[src/rtl/wsd_pkg.sv]
`timescale 1ns / 1ps

package wsd_pkg;

  // Parser phases of the frame header and payload
  typedef enum logic [2:0] {
    PH_HDR0 = 3'd0,
    PH_HDR1 = 3'd1,
    PH_EXTH = 3'd2,
    PH_EXTL = 3'd3,
    PH_MASK = 3'd4,
    PH_DATA = 3'd5,
    PH_ERRP = 3'd6
  } phase_e;

  // Result event codes
  typedef enum logic [2:0] {
    EV_DATA    = 3'd0,
    EV_PING    = 3'd1,
    EV_DEND    = 3'd2,
    EV_EPING   = 3'd3,
    EV_CLOSE   = 3'd4,
    EV_LONGLEN = 3'd5,
    EV_TOOLONG = 3'd6,
    EV_CTLRUN  = 3'd7
  } event_e;

  // Frame opcodes with special handling
  localparam logic [3:0] OPC_CLOSE = 4'd8;
  localparam logic [3:0] OPC_PING  = 4'd9;
  localparam logic [3:0] OPC_PONG  = 4'd10;

  // Length field codes
  localparam logic [6:0] LEN_EXT16 = 7'd126;
  localparam logic [6:0] LEN_EXT64 = 7'd127;

  // Control run counter saturation
  localparam logic [3:0] CTL_RUN_SAT = 4'd15;

  // Configuration register indexes
  localparam logic [1:0] CFG_MAX_FRAME = 2'd0;
  localparam logic [1:0] CFG_MAX_DATA  = 2'd1;
  localparam logic [1:0] CFG_MAX_CTL   = 2'd2;

  localparam logic [15:0] MAX_FRAME_RST = 16'd4096;
  localparam logic [15:0] MAX_DATA_RST  = 16'd4096;
  localparam logic [3:0]  MAX_CTL_RST   = 4'd8;

  // Queue between parser and result stage
  localparam int unsigned QUEUE_DEPTH = 2;
  localparam int unsigned QPTR_W      = 1;
  localparam int unsigned QCNT_W      = 2;

  // One classified item for the result stage
  typedef struct packed {
    event_e     ev;
    logic [7:0] data;
    logic [7:0] key;
    logic [3:0] opcode;
    logic       last;
  } cmd_t;

endpackage

[src/rtl/wsd_front.sv]
`timescale 1ns / 1ps

module wsd_front import wsd_pkg::*; (
  input  logic        clk_i,
  input  logic        rst_ni,
  input  logic        accept_i,
  input  logic [7:0]  rx_byte_i,
  input  logic        cfg_we_i,
  input  logic [1:0]  cfg_idx_i,
  input  logic [15:0] cfg_data_i,
  output logic        cmd_push_o,
  output cmd_t        cmd_o
);

  phase_e      phase_q, phase_d;
  logic [3:0]  opc_q, opc_d;
  logic        masked_q, masked_d;
  logic [15:0] len_q, len_d;
  logic [7:0]  exth_q, exth_d;
  logic [31:0] key_q, key_d;
  logic [15:0] idx_q, idx_d;
  logic [3:0]  run_q, run_d;
  logic        halted_q, halted_d;

  logic [15:0] max_frame_q;
  logic [15:0] max_data_q;
  logic [3:0]  max_ctl_q;

  logic        emit;
  event_e      ev;
  logic        last;
  logic        byte_ev;

  logic        after_req;
  logic        after_masked;
  logic [15:0] after_len;
  logic        begin_req;
  logic [15:0] begin_len;
  logic        end_req;
  logic        end_had;
  logic        end_zero;
  logic        fin;
  logic [16:0] idx_inc;
  logic [7:0]  key_byte;

  assign idx_inc  = {1'b0, idx_q} + 17'd1;
  assign fin      = idx_inc >= {1'b0, len_q};
  assign key_byte = masked_q ? key_q[{idx_q[1:0], 3'b000} +: 8] : 8'h00;

  // Next state of the parser and the event decision
  always_comb begin
    logic       had;
    logic [3:0] run_nx;
    phase_d      = phase_q;
    opc_d        = opc_q;
    masked_d     = masked_q;
    len_d        = len_q;
    exth_d       = exth_q;
    key_d        = key_q;
    idx_d        = idx_q;
    run_d        = run_q;
    halted_d     = halted_q;
    emit         = 1'b0;
    ev           = EV_DATA;
    last         = 1'b0;
    after_req    = 1'b0;
    after_masked = 1'b0;
    after_len    = '0;
    begin_req    = 1'b0;
    begin_len    = '0;
    end_req      = 1'b0;
    end_had      = 1'b0;
    end_zero     = 1'b0;
    had          = 1'b0;
    run_nx       = run_q;

    if (accept_i && !halted_q) begin
      unique case (phase_q)
        PH_HDR0: begin
          opc_d   = rx_byte_i[3:0];
          phase_d = PH_HDR1;
        end
        PH_HDR1: begin
          masked_d = rx_byte_i[7];
          if (rx_byte_i[6:0] == LEN_EXT64) begin
            emit     = 1'b1;
            ev       = EV_LONGLEN;
            last     = 1'b1;
            halted_d = 1'b1;
          end else if (rx_byte_i[6:0] == LEN_EXT16) begin
            phase_d = PH_EXTH;
          end else begin
            len_d        = {9'd0, rx_byte_i[6:0]};
            after_req    = 1'b1;
            after_masked = rx_byte_i[7];
            after_len    = {9'd0, rx_byte_i[6:0]};
          end
        end
        PH_EXTH: begin
          exth_d  = rx_byte_i;
          phase_d = PH_EXTL;
        end
        PH_EXTL: begin
          len_d        = {exth_q, rx_byte_i};
          after_req    = 1'b1;
          after_masked = masked_q;
          after_len    = {exth_q, rx_byte_i};
        end
        PH_MASK: begin
          key_d[{idx_q[1:0], 3'b000} +: 8] = rx_byte_i;
          idx_d = idx_inc[15:0];
          if (idx_q[1:0] == 2'd3) begin
            begin_req = 1'b1;
            begin_len = len_q;
          end
        end
        PH_DATA: begin
          idx_d = idx_inc[15:0];
          if (opc_q == OPC_PING) begin
            emit = 1'b1;
            ev   = EV_PING;
            last = fin;
          end else if (opc_q != OPC_PONG && opc_q != OPC_CLOSE) begin
            if (idx_q < max_data_q) begin
              emit = 1'b1;
              ev   = EV_DATA;
              last = fin;
            end else if (fin) begin
              emit = 1'b1;
              ev   = EV_DEND;
              last = 1'b1;
            end
          end
          if (fin) begin
            end_req = 1'b1;
            end_had = emit;
          end
        end
        PH_ERRP: begin
          emit     = 1'b1;
          ev       = EV_CTLRUN;
          last     = 1'b1;
          halted_d = 1'b1;
        end
        default: begin
          phase_d = PH_HDR0;
        end
      endcase
    end

    // Length known: fetch the mask key or go on to the payload
    if (after_req) begin
      if (after_masked) begin
        phase_d = PH_MASK;
        idx_d   = '0;
        key_d   = '0;
      end else begin
        begin_req = 1'b1;
        begin_len = after_len;
      end
    end

    // Header done: check the length, then start or finish the payload
    if (begin_req) begin
      if (begin_len > max_frame_q) begin
        emit     = 1'b1;
        ev       = EV_TOOLONG;
        last     = 1'b1;
        halted_d = 1'b1;
      end else if (begin_len == 16'd0) begin
        end_req  = 1'b1;
        end_zero = 1'b1;
      end else begin
        phase_d = PH_DATA;
        idx_d   = '0;
      end
    end

    // Frame complete: close, control run bookkeeping, data end
    if (end_req) begin
      phase_d = PH_HDR0;
      idx_d   = '0;
      had     = end_had;
      if (opc_q == OPC_CLOSE) begin
        emit     = 1'b1;
        ev       = EV_CLOSE;
        last     = 1'b1;
        halted_d = 1'b1;
      end else if (opc_q == OPC_PING || opc_q == OPC_PONG) begin
        if (!had && opc_q == OPC_PING && end_zero) begin
          emit = 1'b1;
          ev   = EV_EPING;
          last = 1'b1;
          had  = 1'b1;
        end
        run_nx = (run_q < CTL_RUN_SAT) ? run_q + 4'd1 : run_q;
        run_d  = run_nx;
        if (run_nx >= max_ctl_q) begin
          if (had) begin
            phase_d = PH_ERRP;
          end else begin
            emit     = 1'b1;
            ev       = EV_CTLRUN;
            last     = 1'b1;
            halted_d = 1'b1;
          end
        end
      end else begin
        run_d = '0;
        if (!had) begin
          emit = 1'b1;
          ev   = EV_DEND;
          last = 1'b1;
        end
      end
    end
  end

  // Build the item for the result stage
  always_comb begin
    byte_ev       = (ev == EV_DATA) || (ev == EV_PING);
    cmd_push_o    = emit;
    cmd_o.ev      = ev;
    cmd_o.data    = byte_ev ? rx_byte_i : 8'h00;
    cmd_o.key     = byte_ev ? key_byte : 8'h00;
    cmd_o.opcode  = opc_q;
    cmd_o.last    = last;
  end

  // Parser state
  always_ff @(posedge clk_i or negedge rst_ni) begin
    if (!rst_ni) begin
      phase_q  <= PH_HDR0;
      opc_q    <= '0;
      masked_q <= 1'b0;
      len_q    <= '0;
      exth_q   <= '0;
      key_q    <= '0;
      idx_q    <= '0;
      run_q    <= '0;
      halted_q <= 1'b0;
    end else begin
      phase_q  <= phase_d;
      opc_q    <= opc_d;
      masked_q <= masked_d;
      len_q    <= len_d;
      exth_q   <= exth_d;
      key_q    <= key_d;
      idx_q    <= idx_d;
      run_q    <= run_d;
      halted_q <= halted_d;
    end
  end

  // Configuration registers
  always_ff @(posedge clk_i or negedge rst_ni) begin
    if (!rst_ni) begin
      max_frame_q <= MAX_FRAME_RST;
      max_data_q  <= MAX_DATA_RST;
      max_ctl_q   <= MAX_CTL_RST;
    end else if (cfg_we_i) begin
      unique case (cfg_idx_i)
        CFG_MAX_FRAME: max_frame_q <= cfg_data_i;
        CFG_MAX_DATA:  max_data_q  <= cfg_data_i;
        CFG_MAX_CTL:   max_ctl_q   <= cfg_data_i[3:0];
        default: begin
        end
      endcase
    end
  end

  // Close and errors stop the parser for good
  a_halt_sticky : assert property (@(posedge clk_i) disable iff (!rst_ni)
    halted_q |=> halted_q)
    else $error("halt flag cleared without reset");

  a_no_item_halted : assert property (@(posedge clk_i) disable iff (!rst_ni)
    halted_q |-> !cmd_push_o)
    else $error("item produced while halted");

  a_event_last : assert property (@(posedge clk_i) disable iff (!rst_ni)
    (cmd_push_o && cmd_o.ev != EV_DATA && cmd_o.ev != EV_PING) |-> cmd_o.last)
    else $error("frame-level event without last");

endmodule

[src/rtl/wsd_queue.sv]
`timescale 1ns / 1ps

module wsd_queue import wsd_pkg::*; (
  input  logic  clk_i,
  input  logic  rst_ni,
  input  logic  push_i,
  input  cmd_t  cmd_i,
  output logic  full_o,
  input  logic  pop_i,
  output logic  valid_o,
  output cmd_t  cmd_o
);

  cmd_t              mem_q [QUEUE_DEPTH];
  logic [QPTR_W-1:0] wr_ptr_q;
  logic [QPTR_W-1:0] rd_ptr_q;
  logic [QCNT_W-1:0] cnt_q;
  logic              do_push;
  logic              do_pop;

  assign full_o  = cnt_q == QCNT_W'(QUEUE_DEPTH);
  assign valid_o = cnt_q != '0;
  assign cmd_o   = mem_q[rd_ptr_q];
  assign do_push = push_i && !full_o;
  assign do_pop  = pop_i && valid_o;

  // Store the item at the tail
  always_ff @(posedge clk_i) begin
    if (do_push) begin
      mem_q[wr_ptr_q] <= cmd_i;
    end
  end

  // Advance pointers and count
  always_ff @(posedge clk_i or negedge rst_ni) begin
    if (!rst_ni) begin
      wr_ptr_q <= '0;
      rd_ptr_q <= '0;
      cnt_q    <= '0;
    end else begin
      if (do_push) begin
        wr_ptr_q <= wr_ptr_q + QPTR_W'(1);
      end
      if (do_pop) begin
        rd_ptr_q <= rd_ptr_q + QPTR_W'(1);
      end
      if (do_push && !do_pop) begin
        cnt_q <= cnt_q + QCNT_W'(1);
      end else if (!do_push && do_pop) begin
        cnt_q <= cnt_q - QCNT_W'(1);
      end
    end
  end

  a_cnt_bound : assert property (@(posedge clk_i) disable iff (!rst_ni)
    cnt_q <= QCNT_W'(QUEUE_DEPTH))
    else $error("queue count beyond depth");

endmodule

[src/rtl/wsd_back.sv]
`timescale 1ns / 1ps

module wsd_back import wsd_pkg::*; (
  input  logic       clk_i,
  input  logic       rst_ni,
  input  logic       q_valid_i,
  input  cmd_t       q_cmd_i,
  output logic       q_pop_o,
  output logic       empty_o,
  input  logic       pop_i,
  output logic [2:0] event_res_o,
  output logic [7:0] payload_byte_o,
  output logic [3:0] frame_opcode_o,
  output logic       last_o
);

  logic       out_valid_q;
  logic [2:0] ev_q;
  logic [7:0] byte_q;
  logic [3:0] opc_q;
  logic       last_q;
  logic       take;

  // Take a new item when the output slot is free or being drained
  assign take    = q_valid_i && (!out_valid_q || pop_i);
  assign q_pop_o = take;
  assign empty_o = !out_valid_q;

  assign event_res_o    = ev_q;
  assign payload_byte_o = byte_q;
  assign frame_opcode_o = opc_q;
  assign last_o         = last_q;

  // Hold the output valid flag
  always_ff @(posedge clk_i or negedge rst_ni) begin
    if (!rst_ni) begin
      out_valid_q <= 1'b0;
    end else if (take) begin
      out_valid_q <= 1'b1;
    end else if (pop_i) begin
      out_valid_q <= 1'b0;
    end
  end

  // Unmask the payload byte and register the result
  always_ff @(posedge clk_i) begin
    if (take) begin
      ev_q   <= q_cmd_i.ev;
      byte_q <= q_cmd_i.data ^ q_cmd_i.key;
      opc_q  <= q_cmd_i.opcode;
      last_q <= q_cmd_i.last;
    end
  end

  a_no_take_unqueued : assert property (@(posedge clk_i) disable iff (!rst_ni)
    q_pop_o |-> q_valid_i)
    else $error("result stage took from an empty queue");

endmodule

[src/rtl/websocket_frame_deframer.sv]
`timescale 1ns / 1ps

// Receive-side frame parser: takes one received byte per cycle, at full rate,
// as long as the result side keeps up. The header/payload parser classifies
// each accepted byte in the accepting cycle into a two-entry queue, and the
// unmask stage then moves its result (if any) from that queue into the
// output register on the result ports; the queue lets either side stall
// alone. full rises only when that queue holds two pending results. After
// a close event or any error the block takes bytes and drops them until reset.
module websocket_frame_deframer import wsd_pkg::*; (
  input  logic        clk_i,
  input  logic        rst_ni,
  input  logic        push,
  output logic        full,
  input  logic [7:0]  rx_byte_i,
  output logic        empty,
  input  logic        pop,
  output logic [2:0]  event_res_o,
  output logic [7:0]  payload_byte_o,
  output logic [3:0]  frame_opcode_o,
  output logic        last_o,
  input  logic        cfg_we_i,
  input  logic [1:0]  cfg_idx_i,
  input  logic [15:0] cfg_data_i
);

  logic accept;
  logic cmd_push;
  cmd_t cmd_in;
  logic q_valid;
  logic q_pop;
  cmd_t q_cmd;

  assign accept = push && !full;

  // Parse and classify bytes
  wsd_front u_front (
    .clk_i      (clk_i),
    .rst_ni     (rst_ni),
    .accept_i   (accept),
    .rx_byte_i  (rx_byte_i),
    .cfg_we_i   (cfg_we_i),
    .cfg_idx_i  (cfg_idx_i),
    .cfg_data_i (cfg_data_i),
    .cmd_push_o (cmd_push),
    .cmd_o      (cmd_in)
  );

  // Decouple parser and result stage
  wsd_queue u_queue (
    .clk_i   (clk_i),
    .rst_ni  (rst_ni),
    .push_i  (cmd_push),
    .cmd_i   (cmd_in),
    .full_o  (full),
    .pop_i   (q_pop),
    .valid_o (q_valid),
    .cmd_o   (q_cmd)
  );

  // Unmask and present results
  wsd_back u_back (
    .clk_i          (clk_i),
    .rst_ni         (rst_ni),
    .q_valid_i      (q_valid),
    .q_cmd_i        (q_cmd),
    .q_pop_o        (q_pop),
    .empty_o        (empty),
    .pop_i          (pop),
    .event_res_o    (event_res_o),
    .payload_byte_o (payload_byte_o),
    .frame_opcode_o (frame_opcode_o),
    .last_o         (last_o)
  );

endmodule
[config.mk]
export PLATFORM = sky130hd
export DESIGN_NAME = websocket_frame_deframer
export DESIGN_NICKNAME = d
export VERILOG_FILES = /design/src/rtl/wsd_pkg.sv /design/src/rtl/wsd_front.sv /design/src/rtl/wsd_queue.sv /design/src/rtl/wsd_back.sv /design/src/rtl/websocket_frame_deframer.sv
export SDC_FILE = /design/constraint.sdc
export NUM_CORES = 1
export LEC_CHECK = 0
export BUFFER_PORTS_ARGS = -buffer_cell sky130_fd_sc_hd__buf_2
export CAP_MARGIN = 10
export CORE_MARGIN = 2
export CORE_UTILIZATION = 55
export CTS_BUF_LIST = sky130_fd_sc_hd__clkbuf_16
export DETAILED_ROUTE_END_ITERATION = 10
export PLACE_DENSITY = 0.79
export RECOVER_POWER = 100
export SLEW_MARGIN = 15
export SYNTH_ARGS = -nofsm -noshare
export SYNTH_HDL_FRONTEND = slang
export SYNTH_SLANG_ARGS = --single-unit
[constraint.sdc]
create_clock -name clk_i -period 12.7 [get_ports clk_i]
set_clock_uncertainty 0.2 [all_clocks]
set_input_delay 2.54 -clock clk_i [delete_from_list [all_inputs] [get_ports clk_i]]
set_output_delay 2.54 -clock clk_i [all_outputs]
set_load 0.05 [all_outputs]
==> results of run 1 <==
-- state kept, by name (all words and copies together) (netlist names) --
name / flops
u_front.idx_q: 16
u_queue.rd_ptr_q: 1
u_front.masked_q: 1
u_queue.mem_q: 48
u_front.halted_q: 1
u_front.len_q: 16
u_front.key_q: 32
u_front.max_data_q: 16
u_front.exth_q: 8
u_queue.cnt_q: 2
u_back.last_o: 1
u_back.event_res_o: 3
u_front.phase_q: 3
u_queue.wr_ptr_q: 1
u_front.run_q: 4
u_front.max_ctl_q: 4
u_front.max_frame_q: 16
u_back.payload_byte_o: 8
u_back.frame_opcode_o: 4
u_front.opc_q: 4
u_back.out_valid_q: 1
-- metal layers --
metal	vias up	part of all wire [%]	track usage (%)
met5	-	0	0
met4	0	2.4	8.84
met3	46	5.6	4.30
met2	262	49	40.2
met1	3595	43	31.6
li1	3433	-	-
-- synthesized netlist by cell type, drive strengths merged, types with 2 or more instances --
library cell  count  share of area (%)
dfrtp           123                 30
nand2           111                4.1
edfxtp           64                 19
inv              60                2.2
ha               59                7.3
o21ai            58                2.9
nand3            57                2.8
a21oi            51                2.5
nor2             51                1.9
mux2             45                5.1
clkbuf           32                1.2
xnor2            25                2.2
xor2             25                2.2
nor3             18                1.3
a22o             16                1.4
nor3b            13                1.1
nand4            12               0.89
nor4             12                1.0
buf              11               0.75
and2              9               0.58
mux4              8                1.8
a21o              7               0.52
o211ai            7               0.52
or3               7               0.43
or2               6               0.42
and3              5               0.31
nand2b            5               0.31
nor2b             5               0.31
a211oi            4               0.42
a21boi            4               0.30
nand3b            4               0.30
o21a              4               0.30
o22ai             4               0.25
dfstp             3               0.78
o221ai            3               0.26
a221o             2               0.20
a221oi            2               0.17
a22oi             2               0.15
o21bai            2               0.15
or3b              2               0.17
-- worst paths after layout --
| kind | slack (ns) | depth (start not counted) | from | endpoint |
|---|---|---|---|---|
| worst max-delay path | 4.26 | 12 | push | u_queue.mem_q[1][2] |
| worst min-delay path | 0.30 | 1 | u_queue.wr_ptr_q | u_queue.wr_ptr_q |
| worst max register to register | 4.86 | 12 | u_front.idx_q[0] | u_queue.mem_q[1][2] |
| worst min register to register | 0.30 | 1 | u_queue.wr_ptr_q | u_queue.wr_ptr_q |
| max in group asynchronous | 4.75 | 2 | rst_ni | u_front.key_q[7] |
| min in group asynchronous | 2.81 | 1 | rst_ni | u_front.max_data_q[11] |
-- report_power, final --
part	internal [W]	total, W	switching (W)
sequential	0.000815	0.000948	0.000133
clock	0.000272	0.000549	0.000278
combinational	0.000233	0.000671	0.000439
total	0.00132	0.00217	0.000850
-- per-stage QoR --
step / hold slack (ns) / worst slack, ns / instance area, um^2 / std cells / total power [W]
finish: 0.301 / 4.26 / 11000 / 1222 / 0.00217
global route: 0.338 / 3.43 / 11000 / 1222 / 0.00230
CTS: 0.308 / 6.16 / 11100 / 1222 / 0.00220
detailed placement: 0.289 / 5.71 / 10500 / 1190 / 0.00165
global placement: 0.278 / 5.82 / 10500 / 1190 / 0.00162
floorplan: 0.248 / 6.03 / 10100 / 952 / 0.00146
-- final cells by class --
type,count,area (um^2)
clock buffer,17,425
clock inverter,15,191
sequential,190,5080
timing repair buffer,52,233
tap,229,287
fill,1463,7040
inverter,61,229
multi-input combinational,658,4540
-- cells by family (layout without fill, tap and decap cells) --
group / count (synthesis) / count (layout)
flops: 190 / 190
buf+inv: 104 / 145
mux: 54 / 54
xor+xnor: 50 / 50
compound gates: 175 / 175
simple gates: 320 / 320
fa+ha+maj: 59 / 59
-- worst max-delay path: cells and delay by family --
family | cells | cell delay [ns]
fa+ha+maj | 1 | 0.15
buf+inv | 1 | 0.09
simple gates | 6 | 4.43
compound gates | 4 | 1.04
==> impl_metrics.ini, run 1 <==
[global_routing]
grt_overflow = 0
grt_use_total_pct = 24.1
grt_pass1_vias = 7231
grt_first_pass_wirelength_mm = 37.0
grt_max_degree = 75
antenna_found_initial = 0

[clock_tree]
clockBufferDepth = 2
clock-sinks = 190
postCtsHoldBufs = 0
clk_latency_ns = 0.45
clk_pin_slew_ns = 0.07
numCtsBuffers = 17
ctsResizeCount = 0
htree_levels = 4
cts_tree = built
cts-root-buf = clkbuf_16
post_cts_buffers = 0

[placement]
hpwl_mm = 15.8
place.gp.congestion = 0.928
io_buffers = 48

[yosys]
synthXorXnorAreaFrac_pct = 4.32
synthMuxAreaShare_pct = 6.96
synthAdderAreaFrac_pct = 7.29
synth-seq-cells = 190
synth_top_family_by_area = simple AND/OR/NAND/NOR gates
synth-edff-count = 64
synthDistinctLibCells = 68
synthCells = 952
yosysSeqAreaShare_pct = 50.2
async_flop_share_pct = 66.3
syn_avg_cell_area_um2 = 10.6
synthFlopType = dfrtp_1
synth_nets = 1042
synth_compound_area_share_pct = 10.8
synth_area_um2 = 10100
ys_warn_count = 0
synthSimpleGateAreaFrac_pct = 16.3

[floorplan]
rows = 49
die_area_um2 = 19500
initial_core_util_pct = 56.2
fp.dieW_um = 140
placeableCoreArea_um2 = 18000
die_h_um = 140
num_io_pins = 49

[finish]
fin_util_pct = 61.0
layout-drive-gt1-share_pct = 12.1
antenna_cells = 0
layout_commonest_cell = dfrtp_1
final_cell_mix = dfrtp_1, nand2_1, edfxtp_1, inv_1, ha_1
final_nets = 1070
syn2layout_area_growth_pct = 8.50

[routing]
first_iter_violations = 680
drtPass1Iterations = 7
final_antenna_net_count = 0
wl_per_cell_um = 18.5
vias = 7336
drcViolationCount = 0
finalWirelength_mm = 22.6
viasPerCell = 6.00

[sta]
setup_viol = 0
fmax_mhz = 118
finalHoldViolCount = 0
rsz0062_at_grt = no
period_share_pct = 66.5
slew_violations = 217
setup_tns_ns = 0
maxSlewHeadroom_pct = -155
fin_crit_ns = 8.44
worst_pin_slew_ns = 3.83

[worst_setup_path]
crit_chain = buf_2 -> nand2b_1 -> nor4_1 -> a22o_1 -> ha_1 -> nand4_1 -> nor4_1 -> a21boi_0 -> o31a_1 -> and2_0 -> a221oi_1 -> nor2b_1
worstPathArrival_ns = 8.27
endpoint_kind = flip-flop
cp_max_fo = 24
slowest_delay_ns = 1.99
worstPathRequired_ns = 12.53
cpMostUsedCell = nor4_1
cpMaxStageDelayCell = nor4_1
startpoint_type = input pin
critPathKind = in2reg

[min_path]
min_path_type = reg2reg

[job]
cap_violations = 6

[power]
power_density_nw_per_um2 = 197
ir_drop_mv = 0.209
p_leak_nw = 4.65

[run_status]
status = finished, violations left
violations = capacitance limit, slew limit
Power figures use the tool's default switching activity.
==> inputs of run 2 (changes only) <==
--- a/config.mk
+++ b/config.mk
@@ -5,13 +5,14 @@
 export SDC_FILE = /design/constraint.sdc
 export NUM_CORES = 1
 export LEC_CHECK = 0
+export ABC_AREA = 1
 export BUFFER_PORTS_ARGS = -buffer_cell sky130_fd_sc_hd__buf_2
 export CAP_MARGIN = 10
 export CORE_MARGIN = 2
 export CORE_UTILIZATION = 55
 export CTS_BUF_LIST = sky130_fd_sc_hd__clkbuf_16
 export DETAILED_ROUTE_END_ITERATION = 10
-export PLACE_DENSITY = 0.79
+export PLACE_DENSITY = 0.81
 export RECOVER_POWER = 100
 export SLEW_MARGIN = 15
 export SYNTH_ARGS = -nofsm -noshare
==> constraint.sdc (replaced) <==
create_clock -name clk_i -period 6.85 [get_ports clk_i]
set_clock_uncertainty 0.2 [all_clocks]
set_input_delay 1.37 -clock clk_i [delete_from_list [all_inputs] [get_ports clk_i]]
set_output_delay 1.37 -clock clk_i [all_outputs]
set_load 0.05 [all_outputs]
==> impl_metrics.ini, run 2 <==
[global_routing]
grt_max_degree = 81
grt_first_pass_wirelength_mm = 39.0
grt_overflow = 0
grt_pass1_vias = 7898
antenna_found_initial = 0
grt_use_total_pct = 24.8

[yosys]
synth_area_um2 = 10400
synthCells = 1215
synth-seq-cells = 190
synthTopCellsByCount = nand2_1, inv_1, o21ai_0
synth-edff-count = 64
netlist.area_leader.share_pct = 29.7
syn_avg_cell_area_um2 = 8.53
yosysMostFrequentCell = nand2_1
yosysSeqAreaShare_pct = 49.0
synthFlopType = dfrtp_1
async_flop_share_pct = 66.3
synth.area.top_cells = dfrtp_1, edfxtp_1, nand2_1
synthDistinctLibCells = 43
yosys.area.top_type = dfrtp_1
synth_nets = 1305
ys_warn_count = 0

[job]
cap_violations = 3

[clock_tree]
cts_tree = built
ctsResizeCount = 0
cts-root-buf = clkbuf_16
clk_pin_slew_ns = 0.07
numCtsBuffers = 17
clockBufferDepth = 2
htree_levels = 4
clk_latency_ns = 0.44
clock-sinks = 190
postCtsHoldBufs = 0
post_cts_buffers = 0

[floorplan]
initial_core_util_pct = 55.8
rows = 50
die_area_um2 = 20000
fp.dieW_um = 141
placeableCoreArea_um2 = 18600
num_io_pins = 49
die_h_um = 141

[worst_setup_path]
worstReg2RegStart = u_queue.cnt_q[0]
cpMostUsedCell = nand2_1
startpoint_type = input pin
cp_max_fo = 17
worstPathRequired_ns = 6.96
cpMaxStageDelayCell = inv_1
ff2ff_setup_slack_ns = 1.46
worstPathArrival_ns = 5.99
worst-path-buf-inv = 2
r2r_end = u_queue.cnt_q[1]
crit_chain = buf_2 -> nand3_1 -> inv_1 -> nand2_1 -> nand2_1 -> nand2_1 -> ha_1 -> nand2_1 -> nor2_1 -> nand2_1 -> or2_2 -> a21oi_1 -> nor2_1 -> nand4_1 -> nand2_1 -> o21bai_2 -> nand2_1 -> ha_1 -> a21oi_1 -> o21ai_0 -> xor2_1
r2r_cells = 22
critPathKind = in2reg
endpoint_kind = flip-flop
cp_top_family = simple AND/OR/NAND/NOR gates
slowest_delay_ns = 0.59

[finish]
multi_input_area_um2 = 4390
fin_util_pct = 60.7
final_cell_mix = nand2_1, inv_1, o21ai_0, dfrtp_1, nor2_1
largest_reg_flops = 48
layout-drive-gt1-share_pct = 7.64
regMostFlops = u_queue.mem_q
n_fill_cell = 1602
syn2layout_area_growth_pct = 8.75
seqCellArea_um2 = 5080
reg.largest.list = u_queue.mem_q: 48 flops, u_front.key_q: 32 flops
layout_commonest_cell = nand2_1
antenna_cells = 0
final_nets = 1346

[placement]
place.gp.congestion = 0.966
io_buffers = 48
hpwl_mm = 17.3

[routing]
finalWirelength_mm = 23.8
drcViolationCount = 0
wl_per_cell_um = 15.9
drtPass1Iterations = 5
final_antenna_net_count = 0
viasPerCell = 5.46
vias = 8212
first_iter_violations = 695

[sta]
setup_tns_ns = 0
maxSlewHeadroom_pct = -123
period_share_pct = 85.8
fmax_mhz = 170
rsz0062_at_grt = no
setup_viol = 0
finalHoldViolCount = 0
fin_crit_ns = 5.88
worst_pin_slew_ns = 3.34
slew_violations = 127

[power]
p_sw_w = 0.000896
clkPwrFrac_pct = 36.0
internal-power_w = 0.00191
power_density_nw_per_um2 = 249
p_sw_share_pct = 31.9
power_frac_comb_pct = 16.1
ir_drop_mv = 0.180
p_leak_nw = 5.40
p_seq_share_pct = 47.9

[run_status]
violations = capacitance limit, slew limit
status = finished, violations left

[min_path]
min_to = u_front.halted_q
worstHoldPathCells = 2
min_path_type = reg2reg
min_from = u_front.halted_q
run 2: power groups by stage:
stage                     combinational, W  clock [W]  sequential (W)
final                             0.000451    0.00101         0.00134
after global routing              0.000500    0.00107         0.00136
after CTS                         0.000475    0.00102         0.00134
after detailed placement          0.000474          0         0.00136
after global placement            0.000461          0         0.00136
after floorplan                   0.000208          0         0.00150
run 2: stage by stage:
step	power [W]	hold slack, ns	setup slack (ns)	std cells	instance area, um^2
finish	0.00280	0.260	0.974	1503	11300
detailed placement	0.00184	0.254	1.09	1470	10800
floorplan	0.00170	0.233	1.40	1215	10400
global placement	0.00182	0.256	1.31	1470	10800
CTS	0.00284	0.270	1.52	1502	11400
global route	0.00292	0.280	0.617	1503	11300
run 2: worst max path at each step:
| stage | start | to | slack, ns | cells after the start |
|---|---|---|---|---|
| 3_3_place_gp | push | u_queue.cnt_q[1] | 1.31 | 23 |
| 5_1_grt | push | u_queue.cnt_q[1] | 0.62 | 23 |
| 2_1_floorplan | rx_byte_i[5] | u_queue.mem_q[1][0] | 1.40 | 21 |
| 6_report | push | u_queue.cnt_q[1] | 0.97 | 21 |
| 4_1_cts | push | u_queue.cnt_q[1] | 1.52 | 23 |
| 3_5_place_dp | push | u_queue.cnt_q[1] | 1.09 | 23 |
run 2: per-layer routing:
layer  track usage (%)  up-vias  share of wire, %
li1                  -     4066                 -
met3              4.15       44               5.3
met2              39.9      283                47
met5                 0        -                 0
met4              9.05        0               2.2
met1              34.2     3819                45
run 2: area by class of cell:
| class | instances | share of cell area [%] |
|---|---|---|
| Clock inverter | 15 | 1.64 |
| Timing Repair Buffer | 57 | 2.37 |
| Inverter | 169 | 5.65 |
| Sequential cell | 190 | 45.0 |
| Tap cell | 234 | 2.60 |
| Clock buffer | 17 | 3.77 |
| Multi-Input combinational cell | 821 | 38.9 |
run 2: worst min-delay path, stage by stage, from the launching register on:
cell and delay [ns]:
dfrtp_1 0.32, inv_1 0.05, nand2_1 0.06
run 2: logic make-up (layout without fill, tap and decap cells):
| kind of cell | Yosys count | count (layout) | share of synthesized area (%) |
|---|---|---|---|
| AO/OA/AOI/OAI | 236 | 236 | 12.3 |
| XOR/XNOR | 32 | 32 | 2.70 |
| adder cells (fa/ha/maj) | 59 | 59 | 7.12 |
| buffers and inverters | 204 | 258 | 7.89 |
| flip-flops | 190 | 190 | 49.0 |
| AND/OR/NAND/NOR | 494 | 494 | 21.0 |
